File: src/design/zrbd_pkg.sv
// Shared types and constants for the zero-run bit-vector decoder.
// Used by the controller, the datapath and the top level; no dependencies.
`default_nettype none

package zrbd_pkg;

  localparam int DEFAULT_MAX_CLUSTERS = 2048;
  localparam int NUM_CLUSTERS_W       = 12;
  localparam int MAX_RESULTS          = 32;
  localparam int WC_W                 = $clog2(MAX_RESULTS + 1);
  localparam int WORD_BYTES           = 8;

  localparam logic [1:0] OP_BYTE       = 2'd0;
  localparam logic [1:0] OP_FILL_ONES  = 2'd1;
  localparam logic [1:0] OP_FILL_ZEROS = 2'd2;

  typedef struct packed {
    logic [1:0] op;
    logic [7:0] compressed_byte;
    logic       first;
  } in_item_t;

  typedef struct packed {
    logic [63:0] decoded_word;
    logic [3:0]  valid_bytes;
    logic        last_word;
    logic        overrun;
  } out_item_t;

  // Controller to datapath.
  typedef struct packed {
    logic load;
    logic step;
  } dp_cmd_t;

  // Datapath to controller.
  typedef struct packed {
    logic run_start;
    logic run_end;
  } dp_sts_t;

endpackage

`default_nettype wire

File: src/design/zrbd_ctrl.sv
// Controller state machine of the zero-run bit-vector decoder.
// Depends on zrbd_pkg for the command and status structs.
`default_nettype none

module zrbd_ctrl import zrbd_pkg::*; (
  input  wire logic    clk,
  input  wire logic    rst_n,
  input  wire logic    in_valid,
  output logic         in_ready,
  input  wire dp_sts_t sts,
  output dp_cmd_t      cmd
);

  localparam logic ST_IDLE = 1'b0;
  localparam logic ST_RUN  = 1'b1;

  logic state_r, state_nxt;

  assign in_ready = (state_r == ST_IDLE);
  assign cmd.load = in_valid && in_ready;
  assign cmd.step = (state_r == ST_RUN);

  always_comb begin
    state_nxt = state_r;
    unique case (state_r)
      ST_IDLE: begin
        if (cmd.load && sts.run_start) state_nxt = ST_RUN;
      end
      ST_RUN: begin
        if (sts.run_end) state_nxt = ST_IDLE;
      end
      default: state_nxt = ST_IDLE;
    endcase
  end

  always_ff @(posedge clk) begin
    if (!rst_n) begin
      state_r <= ST_IDLE;
    end else begin
      state_r <= state_nxt;
    end
  end

endmodule

`default_nettype wire

File: src/design/zrbd_dp.sv
// Datapath of the zero-run bit-vector decoder: length register, vector state,
// byte packer and output register. Depends on zrbd_pkg.
`default_nettype none

module zrbd_dp import zrbd_pkg::*; #(
  parameter int MAX_CLUSTERS = DEFAULT_MAX_CLUSTERS
) (
  input  wire logic                      clk,
  input  wire logic                      rst_n,
  input  wire logic                      cfg_valid,
  input  wire logic [NUM_CLUSTERS_W-1:0] cfg_num_clusters,
  input  wire in_item_t                  in_item,
  input  wire dp_cmd_t                   cmd,
  output dp_sts_t                        sts,
  output logic                           out_valid,
  input  wire logic                      out_ready,
  output out_item_t                      out_item
);

  localparam int CLOG_MAX = $clog2(MAX_CLUSTERS + 1);
  localparam int SAT_W    = (NUM_CLUSTERS_W > CLOG_MAX) ? NUM_CLUSTERS_W : CLOG_MAX;
  localparam int LEN_MAX  = (MAX_CLUSTERS + 7) / 8;
  localparam int POS_W    = $clog2(LEN_MAX + 1);
  localparam int REM_W    = (POS_W > 8) ? POS_W : 8;

  // Vector length in bytes, derived once per register write.
  logic [SAT_W-1:0] nc_ext, nc_sat;
  logic [SAT_W:0]   nc_round;
  logic [POS_W-1:0] len_r, len_nxt;

  assign nc_ext   = SAT_W'(cfg_num_clusters);
  assign nc_sat   = (nc_ext > SAT_W'(MAX_CLUSTERS)) ? SAT_W'(MAX_CLUSTERS) : nc_ext;
  assign nc_round = {1'b0, nc_sat} + (SAT_W + 1)'(7);
  assign len_nxt  = cfg_valid ? POS_W'(nc_round >> 3) : len_r;

  logic [55:0]      buf_r, buf_nxt;
  logic [2:0]       pc_r, pc_nxt;
  logic [POS_W-1:0] pos_r, pos_nxt;
  logic             await_r, await_nxt;
  logic             done_r, done_nxt;
  logic             ovr_r, ovr_nxt;
  logic [REM_W-1:0] rem_r, rem_nxt;
  logic [7:0]       val_r, val_nxt;
  logic [WC_W-1:0]  wc_r, wc_nxt;
  logic             out_valid_r, out_valid_nxt;
  out_item_t        out_item_r, out_item_nxt;

  // Load decode.
  logic             is_fill, take_byte, clr;
  logic [POS_W-1:0] pos_b;
  logic [2:0]       pc_b;
  logic             await_b;
  logic [REM_W-1:0] room, byte_ext;

  assign is_fill   = (in_item.op == OP_FILL_ONES) || (in_item.op == OP_FILL_ZEROS);
  assign take_byte = (in_item.op == OP_BYTE) && (in_item.first || !done_r);
  assign clr       = is_fill || in_item.first;
  assign pos_b     = clr ? '0 : pos_r;
  assign pc_b      = clr ? '0 : pc_r;
  assign await_b   = clr ? 1'b0 : await_r;
  assign room      = REM_W'(len_r) - REM_W'(pos_b);
  assign byte_ext  = REM_W'(in_item.compressed_byte);

  // One packing step: k bytes of val_r go in at byte lanes pc_r and up.
  logic [3:0]       space, k, pcn;
  logic [POS_W:0]   posk;
  logic             at_end, emit, emit_out, step_go;
  logic [7:0]       lane_en;
  logic [63:0]      lane_mask, word;

  assign space    = 4'(WORD_BYTES) - {1'b0, pc_r};
  assign k        = (rem_r < REM_W'(space)) ? rem_r[3:0] : space;
  assign pcn      = {1'b0, pc_r} + k;
  assign posk     = {1'b0, pos_r} + (POS_W + 1)'(k);
  assign at_end   = posk >= {1'b0, len_r};
  // A step with no bytes only happens when flushing a partial word.
  assign emit     = (pcn != 4'd0) && ((pcn == 4'(WORD_BYTES)) || at_end);
  assign emit_out = emit && (wc_r < WC_W'(MAX_RESULTS));
  assign step_go  = cmd.step && (!emit_out || !out_valid_r || out_ready);

  always_comb begin
    for (int i = 0; i < WORD_BYTES; i++) begin
      lane_en[i]          = (4'(i) >= {1'b0, pc_r}) && (4'(i) < pcn);
      lane_mask[8*i +: 8] = {8{lane_en[i]}};
    end
  end

  assign word = {8'h00, buf_r} | ({WORD_BYTES{val_r}} & lane_mask);

  always_comb begin
    buf_nxt       = buf_r;
    pc_nxt        = pc_r;
    pos_nxt       = pos_r;
    await_nxt     = await_r;
    done_nxt      = done_r;
    ovr_nxt       = ovr_r;
    rem_nxt       = rem_r;
    val_nxt       = val_r;
    wc_nxt        = wc_r;
    out_valid_nxt = out_valid_r && !out_ready;
    out_item_nxt  = out_item_r;
    sts.run_start = 1'b0;
    sts.run_end   = 1'b0;

    if (cmd.load) begin
      wc_nxt = '0;
      if (is_fill) begin
        buf_nxt       = '0;
        pc_nxt        = '0;
        pos_nxt       = '0;
        await_nxt     = 1'b0;
        ovr_nxt       = 1'b0;
        done_nxt      = 1'b1;
        rem_nxt       = REM_W'(len_r);
        val_nxt       = (in_item.op == OP_FILL_ONES) ? 8'hff : 8'h00;
        sts.run_start = (len_r != '0);
      end else if (take_byte) begin
        if (in_item.first) begin
          buf_nxt   = '0;
          pc_nxt    = '0;
          pos_nxt   = '0;
          await_nxt = 1'b0;
          ovr_nxt   = 1'b0;
          done_nxt  = 1'b0;
        end
        if (pos_b >= len_r) begin
          // Length shrank under the vector: flush what is pending and stop.
          done_nxt      = 1'b1;
          await_nxt     = 1'b0;
          rem_nxt       = '0;
          sts.run_start = (pc_b != '0);
        end else if (await_b) begin
          val_nxt   = 8'h00;
          await_nxt = 1'b0;
          if (byte_ext > room) begin
            rem_nxt = room;
            ovr_nxt = 1'b1;
          end else begin
            rem_nxt = byte_ext;
          end
          if (byte_ext >= room) done_nxt = 1'b1;
          sts.run_start = (in_item.compressed_byte != 8'h00);
        end else if (in_item.compressed_byte != 8'h00) begin
          rem_nxt       = REM_W'(1);
          val_nxt       = in_item.compressed_byte;
          done_nxt      = ({1'b0, pos_b} + (POS_W + 1)'(1)) >= {1'b0, len_r};
          sts.run_start = 1'b1;
        end else begin
          await_nxt = 1'b1;
        end
      end
    end else if (step_go) begin
      pos_nxt     = posk[POS_W-1:0];
      rem_nxt     = rem_r - REM_W'(k);
      sts.run_end = (rem_r == REM_W'(k));
      if (emit) begin
        buf_nxt = '0;
        pc_nxt  = '0;
      end else begin
        buf_nxt = word[55:0];
        pc_nxt  = pcn[2:0];
      end
      if (emit_out) begin
        wc_nxt                    = wc_r + WC_W'(1);
        out_valid_nxt             = 1'b1;
        out_item_nxt.decoded_word = word;
        out_item_nxt.valid_bytes  = pcn;
        out_item_nxt.last_word    = at_end;
        out_item_nxt.overrun      = ovr_r;
      end
    end
  end

  always_ff @(posedge clk) begin
    if (!rst_n) begin
      len_r       <= '0;
      buf_r       <= '0;
      pc_r        <= '0;
      pos_r       <= '0;
      await_r     <= 1'b0;
      done_r      <= 1'b1;
      ovr_r       <= 1'b0;
      rem_r       <= '0;
      wc_r        <= '0;
      out_valid_r <= 1'b0;
    end else begin
      len_r       <= len_nxt;
      buf_r       <= buf_nxt;
      pc_r        <= pc_nxt;
      pos_r       <= pos_nxt;
      await_r     <= await_nxt;
      done_r      <= done_nxt;
      ovr_r       <= ovr_nxt;
      rem_r       <= rem_nxt;
      wc_r        <= wc_nxt;
      out_valid_r <= out_valid_nxt;
    end
  end

  always_ff @(posedge clk) begin
    val_r      <= val_nxt;
    out_item_r <= out_item_nxt;
  end

  assign out_valid = out_valid_r;
  assign out_item  = out_item_r;

endmodule

`default_nettype wire

File: src/design/zero_run_bitvector_decoder.sv
// Top level of the zero-run bit-vector decoder: controller plus datapath.
// Depends on zrbd_pkg, zrbd_ctrl and zrbd_dp.
//
//   port group   dir  payload                       transfer
//   in_*         in   in_item_t (op, byte, first)   in_valid & in_ready
//   out_*        out  out_item_t (word, count, ..)  out_valid & out_ready
//   cfg_*        in   num_clusters, 12 bits         cfg_valid & cfg_ready
//
// An input beat is taken only while the block is idle. A nonzero byte, a flush of
// pending bytes, a zero run or a fill then runs packer steps, and no new beat is taken
// until the last of them: one packer step per cycle while the output register can
// take a word, each step moving as many of the remaining bytes as fit in the current
// word. A byte that starts a run, a zero count or an ignored beat needs no step.
// A step that yields a word waits while the output register is still full.
// Reset is synchronous and leaves the block idle with no vector in progress.
// cfg_ready is always high; the length is computed in the write cycle.
`default_nettype none

module zero_run_bitvector_decoder import zrbd_pkg::*; #(
  parameter int MAX_CLUSTERS = DEFAULT_MAX_CLUSTERS
) (
  input  wire logic                      clk,
  input  wire logic                      rst_n,
  input  wire logic                      cfg_valid,
  output logic                           cfg_ready,
  input  wire logic [NUM_CLUSTERS_W-1:0] cfg_num_clusters,
  input  wire logic                      in_valid,
  output logic                           in_ready,
  input  wire in_item_t                  in_item,
  output logic                           out_valid,
  input  wire logic                      out_ready,
  output out_item_t                      out_item
);

  dp_cmd_t cmd;
  dp_sts_t sts;

  assign cfg_ready = 1'b1;

  zrbd_ctrl u_ctrl (
    .clk      (clk),
    .rst_n    (rst_n),
    .in_valid (in_valid),
    .in_ready (in_ready),
    .sts      (sts),
    .cmd      (cmd)
  );

  zrbd_dp #(
    .MAX_CLUSTERS (MAX_CLUSTERS)
  ) u_dp (
    .clk              (clk),
    .rst_n            (rst_n),
    .cfg_valid        (cfg_valid),
    .cfg_num_clusters (cfg_num_clusters),
    .in_item          (in_item),
    .cmd              (cmd),
    .sts              (sts),
    .out_valid        (out_valid),
    .out_ready        (out_ready),
    .out_item         (out_item)
  );

endmodule

`default_nettype wire

File: config.mk
export PLATFORM = sky130hd
export DESIGN_NAME = zero_run_bitvector_decoder
export DESIGN_NICKNAME = d
export VERILOG_FILES = /design/src/design/zrbd_pkg.sv /design/src/design/zrbd_ctrl.sv /design/src/design/zrbd_dp.sv /design/src/design/zero_run_bitvector_decoder.sv
export SDC_FILE = /design/constraint.sdc
export NUM_CORES = 1
export LEC_CHECK = 0
export BUFFER_PORTS_ARGS = -buffer_cell sky130_fd_sc_hd__buf_2
export CAP_MARGIN = 0
export CELL_PAD_IN_SITES_DETAIL_PLACEMENT = 1
export CELL_PAD_IN_SITES_GLOBAL_PLACEMENT = 2
export CORE_MARGIN = 2
export CORE_UTILIZATION = 39
export CTS_BUF_LIST = sky130_fd_sc_hd__clkbuf_4
export DETAILED_ROUTE_END_ITERATION = 12
export HOLD_SLACK_MARGIN = 0.15
export MAX_ROUTING_LAYER = met4
export PLACE_DENSITY = 0.87
export SLEW_MARGIN = 5
export SYNTH_ARGS = -nofsm -noshare
export SYNTH_HDL_FRONTEND = slang
export SYNTH_SLANG_ARGS = --single-unit
File: constraint.sdc
create_clock -name clk -period 8.7 [get_ports clk]
set_input_delay 0.87 -clock clk [delete_from_list [all_inputs] [get_ports clk]]
set_output_delay 0.87 -clock clk [all_outputs]
set_load 0.05 [all_outputs]
# Yosys cells after proc, flatten, opt, wreduce, memory -nomap -nowiden
# Index checks and enable logic that the tools add are counted.
[classes]
n_addsub = 8
order_cmp = 23
n_eq_ne = 9
n_mux = 69
bitwise = 5
n_reduce_logical = 40
[ops]
columns = ["op", "count"]
rows = [
  ["2-to-1 mux 56 bit", 6],
  ["2-to-1 mux 9 bit", 14],
  ["bitwise AND 64 bit", 1],
  ["bitwise OR 56 x 64 -> 64 bit", 1],
  ["2-to-1 mux 8 bit", 6],
  ["2-to-1 mux 1 bit", 33],
  ["2-to-1 mux 3 bit", 7],
  ["greater-or-equal comparator 10 x 9 -> 1 bit", 2],
  ["less-than comparator 3 x 4 -> 1 bit, first input constant", 4],
  ["logical AND 1 bit", 14],
  ["adder 12 x 3 -> 12 bit, second input constant", 1],
  ["> comparator 12 bit, second input constant", 1],
  ["2-to-1 mux 12 bit", 1],
  ["AND reduction 3 bit", 4],
  ["adder 9 x 1 -> 10 bit, second input constant", 1],
  ["adder 9 x 4 -> 10 bit", 1],
  ["equality test 9 x 4 -> 1 bit", 1],
  ["greater-or-equal comparator 3 bit, first input constant", 3],
  ["greater-or-equal comparator 8 x 9 -> 1 bit", 1],
  ["greater-or-equal comparator 9 bit", 1],
  ["> comparator 8 x 9 -> 1 bit", 1],
  ["less-than comparator 9 x 4 -> 1 bit", 1],
  ["nonzero test 9 bit", 1],
  ["subtractor 9 x 4 -> 9 bit", 1],
  ["other kinds (30)", 47],
]
[totals]
register_bits = 175
inputBits = 28

# Longest topological paths before layout
[logic_depth]
depth_word = 16
depth_mapped = 29

# Hierarchy
# From an unflattened synthesis, not the netlist that was laid out.
[hier_totals]
hier_cells = 1008
area_unflattened_um2 = 9668.0
[modules_own_cells]
columns = ["module", "instances", "cells_each", "area_per_inst_um2", "seq_area_each_um2"]
rows = [
  ["zrbd_dp", 1, 999, 9599.2, 4264.1],
  ["zrbd_ctrl", 1, 7, 57.6, 20.0],
  ["zero_run_bitvector_decoder", 1, 2, 11.3, 0.0],
]

# Worst setup path before layout
# Ideal clock, no wire load.
[synth_timing]
kind = "register to register"
startpoint = "register u_dp.pc_r[1]"
endpoint = "register u_dp.out_item_r (netlist bit u_dp.out_item[0]) (enable)"
t_arrival_ps = 5803
path_slack_ps = 2474
path_stages_with_launch = 26
path_buffers = 0
synth_period_minus_slack_ps = 6226
cell_sequence = "dfxtp_1 -> inv_1 -> ha_1 -> ha_1 -> inv_1 -> ha_1 -> nand2_1 -> o21ai_1 -> a21oi_1 -> o21ai_0 -> ha_1 -> inv_1 -> fa_1 -> nor2b_1 -> o21ai_0 -> nand2b_1 -> and3_1 -> nand3_1 -> xnor2_1 -> ha_1 -> nor2b_1 -> a311oi_1 -> o21ai_1 -> nand2b_4 -> nand4_4 -> inv_1"
[synth_via]
elab_chain_cells = 13
word_cells_on_any_way = 16
classes_between = "3 x add/sub; 2 x order compare; 1 x eq/ne; 1 x mux; 9 x reduce/logical"
[synth_lines]
columns = ["element", "line", "rtl"]
rows = [
  ["start, declared", "zrbd_dp.sv:37", "logic [2:0] pc_r, pc_nxt;"],
  ["start signal, assigned", "zrbd_dp.sv:189", "pc_r <= pc_nxt;"],
  ["subtractor 4 x 3 -> 4 bit *", "zrbd_dp.sv:71", "assign space = 4'(WORD_BYTES) - {1'b0, pc_r};"],
  ["less-than comparator 9 x 4 -> 1 bit", "zrbd_dp.sv:72", "assign k = (rem_r < REM_W'(space)) ? rem_r[3:0] : space;"],
  ["2-to-1 mux 4 bit *", "zrbd_dp.sv:72", ""],
  ["adder 9 x 4 -> 10 bit *", "zrbd_dp.sv:74", "assign posk = {1'b0, pos_r} + (POS_W + 1)'(k);"],
  ["greater-or-equal comparator 10 x 9 -> 1 bit *", "zrbd_dp.sv:75", "assign at_end = posk >= {1'b0, len_r};"],
  ["via u_dp.at_end", "zrbd_dp.sv:67", "logic at_end, emit, emit_out, step_go;"],
  ["logical OR 1 bit *", "zrbd_dp.sv:77", "assign emit = (pcn != 4'd0) && ((pcn == 4'(WORD_BYTES)) || at_end);"],
  ["logical AND 1 bit *", "zrbd_dp.sv:77", ""],
  ["logical AND 1 bit *", "zrbd_dp.sv:78", "assign emit_out = emit && (wc_r < WC_W'(MAX_RESULTS));"],
  ["logical NOT 1 bit", "zrbd_dp.sv:79", "assign step_go = cmd.step && (!emit_out || !out_valid_r || out_ready);"],
  ["logical OR 1 bit (2 in series)", "zrbd_dp.sv:79", ""],
  ["logical AND 1 bit", "zrbd_dp.sv:79", ""],
  ["AND reduction 3 bit (no line) *", "--", ""],
  ["end signal, assigned", "zrbd_dp.sv:202", "out_item_r <= out_item_nxt;"],
  ["end, declared", "zrbd_dp.sv:46", "out_item_t out_item_r, out_item_nxt;"],
]
# Mark *: on every way through the listed nets, which the timed path passes. The rest lies on a longest branch.
# A chain may end at the register's enable or synchronous reset.

# Worst setup path after layout
[layout_timing]
startpoint = "register u_dp.pc_r[1]"
endpoint = "register u_dp.buf_r[1]"
[layout_via]
elab_chain_cells = 14
word_cells_on_any_way = 25
classes_between = "3 x add/sub; 4 x order compare; 1 x eq/ne; 4 x mux; 2 x bitwise; 11 x reduce/logical"
[layout_lines]
columns = ["element", "line", "rtl"]
rows = [
  ["subtractor 4 x 3 -> 4 bit *", "zrbd_dp.sv:71", ""],
  ["less-than comparator 9 x 4 -> 1 bit", "zrbd_dp.sv:72", ""],
  ["2-to-1 mux 4 bit *", "zrbd_dp.sv:72", ""],
  ["adder 9 x 4 -> 10 bit *", "zrbd_dp.sv:74", ""],
  ["greater-or-equal comparator 10 x 9 -> 1 bit *", "zrbd_dp.sv:75", ""],
  ["via u_dp.at_end", "zrbd_dp.sv:67", ""],
  ["logical OR 1 bit *", "zrbd_dp.sv:77", ""],
  ["logical AND 1 bit *", "zrbd_dp.sv:77", ""],
  ["logical AND 1 bit", "zrbd_dp.sv:78", ""],
  ["logical NOT 1 bit", "zrbd_dp.sv:79", ""],
  ["logical OR 1 bit (2 in series)", "zrbd_dp.sv:79", ""],
  ["logical AND 1 bit", "zrbd_dp.sv:79", ""],
  ["nonzero test 2 bit (no line)", "--", ""],
  ["AND reduction 3 bit (no line)", "--", ""],
  ["end signal, assigned", "zrbd_dp.sv:188", "buf_r <= buf_nxt;"],
  ["end, declared", "zrbd_dp.sv:36", "logic [55:0] buf_r, buf_nxt;"],
]
# Mark *: on every way through the listed nets, which the timed path passes. The rest lies on a longest branch. The select of a mux whose other input is x is not followed.

==> impl.org <==
** Die
- After floorplanning, the core was divided into 55 placement rows.
- Die outline width :: 156.9 µm
- Initial core utilization :: 40.04%
- The die covers 0.02463 mm².
- Core ar. :: 0.02278 mm²
- Pin placement for this block handled 101 I/O pins.
- Height of the chip :: 156.9 µm

** Critical path
- Worst path required time :: 9.17 ns
- The most critical setup path has its startpoint at u_dp.pc_r[1].
- The endpoint identified for the worst register-to-register timing path is u_dp.buf_r[1].
- Flop-to-flop setup slack :: 1.96 ns
- STA classifies the critical path startpoint as a flop.
- Worst reg2reg path depth :: 26
- The worst setup path is of the reg -> reg kind.
- STA classifies the critical path endpoint as a flop.
- RR Startpoint :: u_dp.pc_r[1]
- Maximum fanout encountered on the critical timing path :: 18
- For the worst setup path, the data arrival time is 7.21 ns.

** Placed design
- Placed insts :: 1269
- Placement Cell Area :: 0.009848 mm²
- At the end of routability-driven placement, the weighted congestion stood at 0.8565.
- Input and output buffers added on the ports amount to 99.
- Worst Setup Slack post-DPL :: 1.988 ns
- Dpl hpwl :: 18670 µm

** STA
- Number of pins with negative max-slew slack in the final report :: 0
- Slew at the pin closest to its max-slew limit :: 0.9647 ns
- Sum of negative setup slack :: 0 ns
- Setup repair after global routing left no endpoint under its margin.
- Endpoints failing setup :: 0
- For the final database, setup skew stands at 0.02372 ns.
- Derived from the worst setup path, the maximum achievable clock frequency is 0.1484 GHz.
- After layout, the worst path uses 77.43% of the clock period.
- Worst-case setup margin in the final layout :: 1.964 ns
- Measured against its own limit, the worst slew margin works out to 35.68%.
- Final-report hold violation count :: 0
- The worst path in the final design needs a cycle of 6.736 ns, including I/O delays and setup.

** Synth
- The share of the Yosys chip area taken by registers is 46.97%.
- Count of flip-flops with a built-in enable after synthesis :: 78
- Counting flops with an async set or reset pin after synthesis yields a share of 0%.
- For this run, the number of Yosys warnings is 0.
- Cell count after synthesis :: 898
- Basic-gate share of the synthesized area counting and, or, nand and nor cells :: 13.64%
- Complex-gate fraction of the synthesized area :: 21.89%
- The most used flip-flop cell after synthesis is dfxtp_1.
- Summing the areas of all xor and xnor instances in the mapped netlist gives 3.443% of the synthesized area.
- Number of register bits inferred by synthesis :: 175
- Synth unique cells :: 73
- Post-Synth Adder-Cell Area :: 8.834%
- Syn nets :: 988
- Dominant combinational cell family by area after synthesis :: compound AO/OA/AOI/OAI gates
- Portion of netlist area occupied by mux cells :: 0.6722%
- The synthesized netlist occupies a cell area of 0.009121 mm².
- The average instance in the mapped netlist occupies 10.16 µm².

** Routing
- First-pass iteration count of the detailed router :: 4
- DRC violation count after routing :: 0
- Remaining number of nets flagged by the antenna check after routing :: 0
- Via count of the routed design :: 7242
- The first routing iteration left 344 violations.
- Routed via count divided by cell count :: 5.558
- For this block, the routed nets add up to 25410 µm of wire.
- Routed length per instance :: 19.50 µm

** Clock tree
- The H-tree was split into 4 levels.
- Clock buffers created by TritonCTS :: 17
- Post-CTS resize count :: 0
- For the worst-skew pair, the clock arrives at the later sink with an insertion delay of 0.58 ns.
- The tree built by TritonCTS fans out to 175 sinks.
- TritonCTS built the clock tree.
- Number of post-CTS setup repair buffers :: 0
- For this design, the CTS-stage hold fixing added 0 buffers.
- In this run the clock root is driven by a clkbuf_4.
- Buffer levels on the longest clock path :: 2
- Clock transition at the register clock pins on the worst setup and hold paths after CTS :: 0.15 ns

** Final layout
- Area of the multi-input gates :: 0.004433 mm²
- Filler-free cell count of the finished design :: 1303
- Fill cell count :: 2596
- Of the cells placed in the final design, the portion with a size suffix greater than 1 is 16.80%.
- In the final design database the tool counted 1065 nets.
- Final design area excluding fillers :: 0.01013 mm²
- Across the whole layout, storage elements account for 0.004284 mm².
- P&R area growth vs syn :: 11.10%

** Global routing
- Pin count of the biggest net entering global routing :: 59
- Global-route wire length before repair :: 40820 µm
- Initial antenna violation count :: 1
- Number of global-route vias before repair :: 7575
- Summed over all layers, the global routing overflow is 0.
- Global routing consumed, over all layers together, 22.00% of the routing resources.

** Hold path
- For hold timing, the worst endpoint is u_dp.out_item[0].
- Classification of the worst-slack hold path :: reg -> reg
- Startpoint of the tightest hold check path :: u_dp.ovr_r
- Counting instances, the worst hold path has a depth of 0.

** Power and ir drop
- Dividing total power by cell area gives a power density of 245.9 mW/mm².
- Peak VDD IR :: 94.34 µV
- Leakage :: 4.228 nW

** Job
- The tool flagged a number of max-cap violations equal to 0.

** Status
- The flow ran to the end, and the final reports show no timing, DRC or antenna violations.
[area by class of cell]
cell class	instances	area share, %
Clock inverter	14	1.432
Multi-Input combinational cell	625	43.75
Antenna cell	2	0.04939
Tap cell	313	3.865
Clock buffer	18	1.333
Sequential cell	175	42.28
Inverter	49	1.815
Timing Repair Buffer	107	5.482
[how the worst max path moves through the flow]
stage	endpoint	slack, ns	cells after the start
finish	u_dp.buf_r[1]	1.96	26
global route	u_dp.buf_r[5]	1.51	26
CTS	u_dp.buf_r[7]	1.97	26
detailed placement	u_dp.pc_r[0]	1.99	26
global placement	u_dp.buf_r[0]	2.30	26
floorplan	u_dp.out_item[0]	2.47	25
[flip-flops by register name, indices dropped and copies added (netlist names)]
| signal | cells |
|---|---|
| u_dp.val_r | 8 |
| u_dp.buf_r | 56 |
| u_dp.await_r | 1 |
| u_dp.rem_r | 9 |
| u_ctrl.state_r | 1 |
| u_dp.ovr_r | 1 |
| u_dp.out_item | 70 |
| u_dp.wc_r | 6 |
| u_dp.done_r | 1 |
| u_dp.pos_r | 9 |
| u_dp.len_r | 9 |
| u_dp.pc_r | 3 |
| u_dp.out_valid | 1 |
[kinds of logic (layout without fill, tap and decap cells)]
family	count (synthesis)	after routing
compound gates	285	285
xor+xnor	35	35
fa+ha+maj	62	62
buf+inv	98	188
flops	175	175
mux	6	6
other cells	1	3
simple gates	236	236
[synthesized netlist by cell type, types with 10 or more instances]
master	instances	area share [%]
dfxtp_1	97	21
edfxtp_1	78	26
a21o_1	72	5.9
a21oi_1	58	3.2
ha_1	58	8.0
nor3_1	56	3.1
inv_1	48	2.0
nand2_1	46	1.9
a31oi_1	37	2.5
nor2_1	33	1.4
clkbuf_1	28	1.2
o21ai_0	26	1.4
nand3_1	25	1.4
and2_1	23	1.6
xnor2_1	23	2.2
a32o_1	19	2.1
o31ai_1	13	1.1
buf_2	11	0.60
xor2_1	11	1.1
o21a_1	10	0.82
[per-stage QoR]
stage                     total power (W)  hold WS [ns]  util, %
after floorplan                  0.001804        0.4019        -
after global placement           0.002033        0.4165    43.24
after detailed placement         0.002052        0.4279    43.24
after CTS                        0.002512        0.4605    44.47
after global routing             0.002641        0.4964    44.49
final                            0.002491        0.4596    44.49
[power breakdown]
part           internal [W]  switching, W
sequential         0.000984     0.0000587
clock              0.000133      0.000323
combinational      0.000315      0.000678
[worst max-delay path, stage by stage, from the launching register on]
cell and delay (ns):
dfxtp_1 0.52, inv_1 0.16, ha_1 0.23, ha_1 0.28, inv_1 0.05, ha_1 0.29, nand2_1 0.06, o21ai_1 0.27
a21oi_1 0.22, o21ai_0 0.41, ha_1 0.25, inv_1 0.06, fa_1 0.43, nor2b_1 0.14, o21ai_0 0.08, nand2b_1 0.11
and3_1 0.25, nand3_1 0.11, xnor2_1 0.19, ha_1 0.27, nor2b_1 0.13, a311oi_1 0.32, o21ai_1 0.15, nand2b_4 0.20
a31oi_2 0.65, o21ai_2 0.44, a32o_1 0.38
[placed cells by master, fill, tap and decap left out, types with 10 or more instances in the layout]
cell,n
a21o_1,72
and2_1,23
nand3_1,25
a31oi_1,37
a21oi_1,58
nor3_1,56
a32o_1,19
o21ai_0,26
nand2_1,46
o31ai_1,13
dfxtp_1,97
xor2_1,11
xnor2_1,23
inv_1,47
nor2_1,33
ha_1,58
o21a_1,10
buf_2,99
edfxtp_1,78
clkbuf_4,18
[metal layers]
| layer | GRT usage, % | share of wire [%] | routed length, µm |
|---|---|---|---|
| met1 | 27.10 | 45 | 11450 |
| met2 | 38.51 | 50 | 12760 |
| met3 | 2.863 | 3.8 | 970 |
| met4 | 5.068 | 0.89 | 225 |
| met5 | - | 0 | 0 |
No activity file was read; power rests on OpenSTA's default activity.
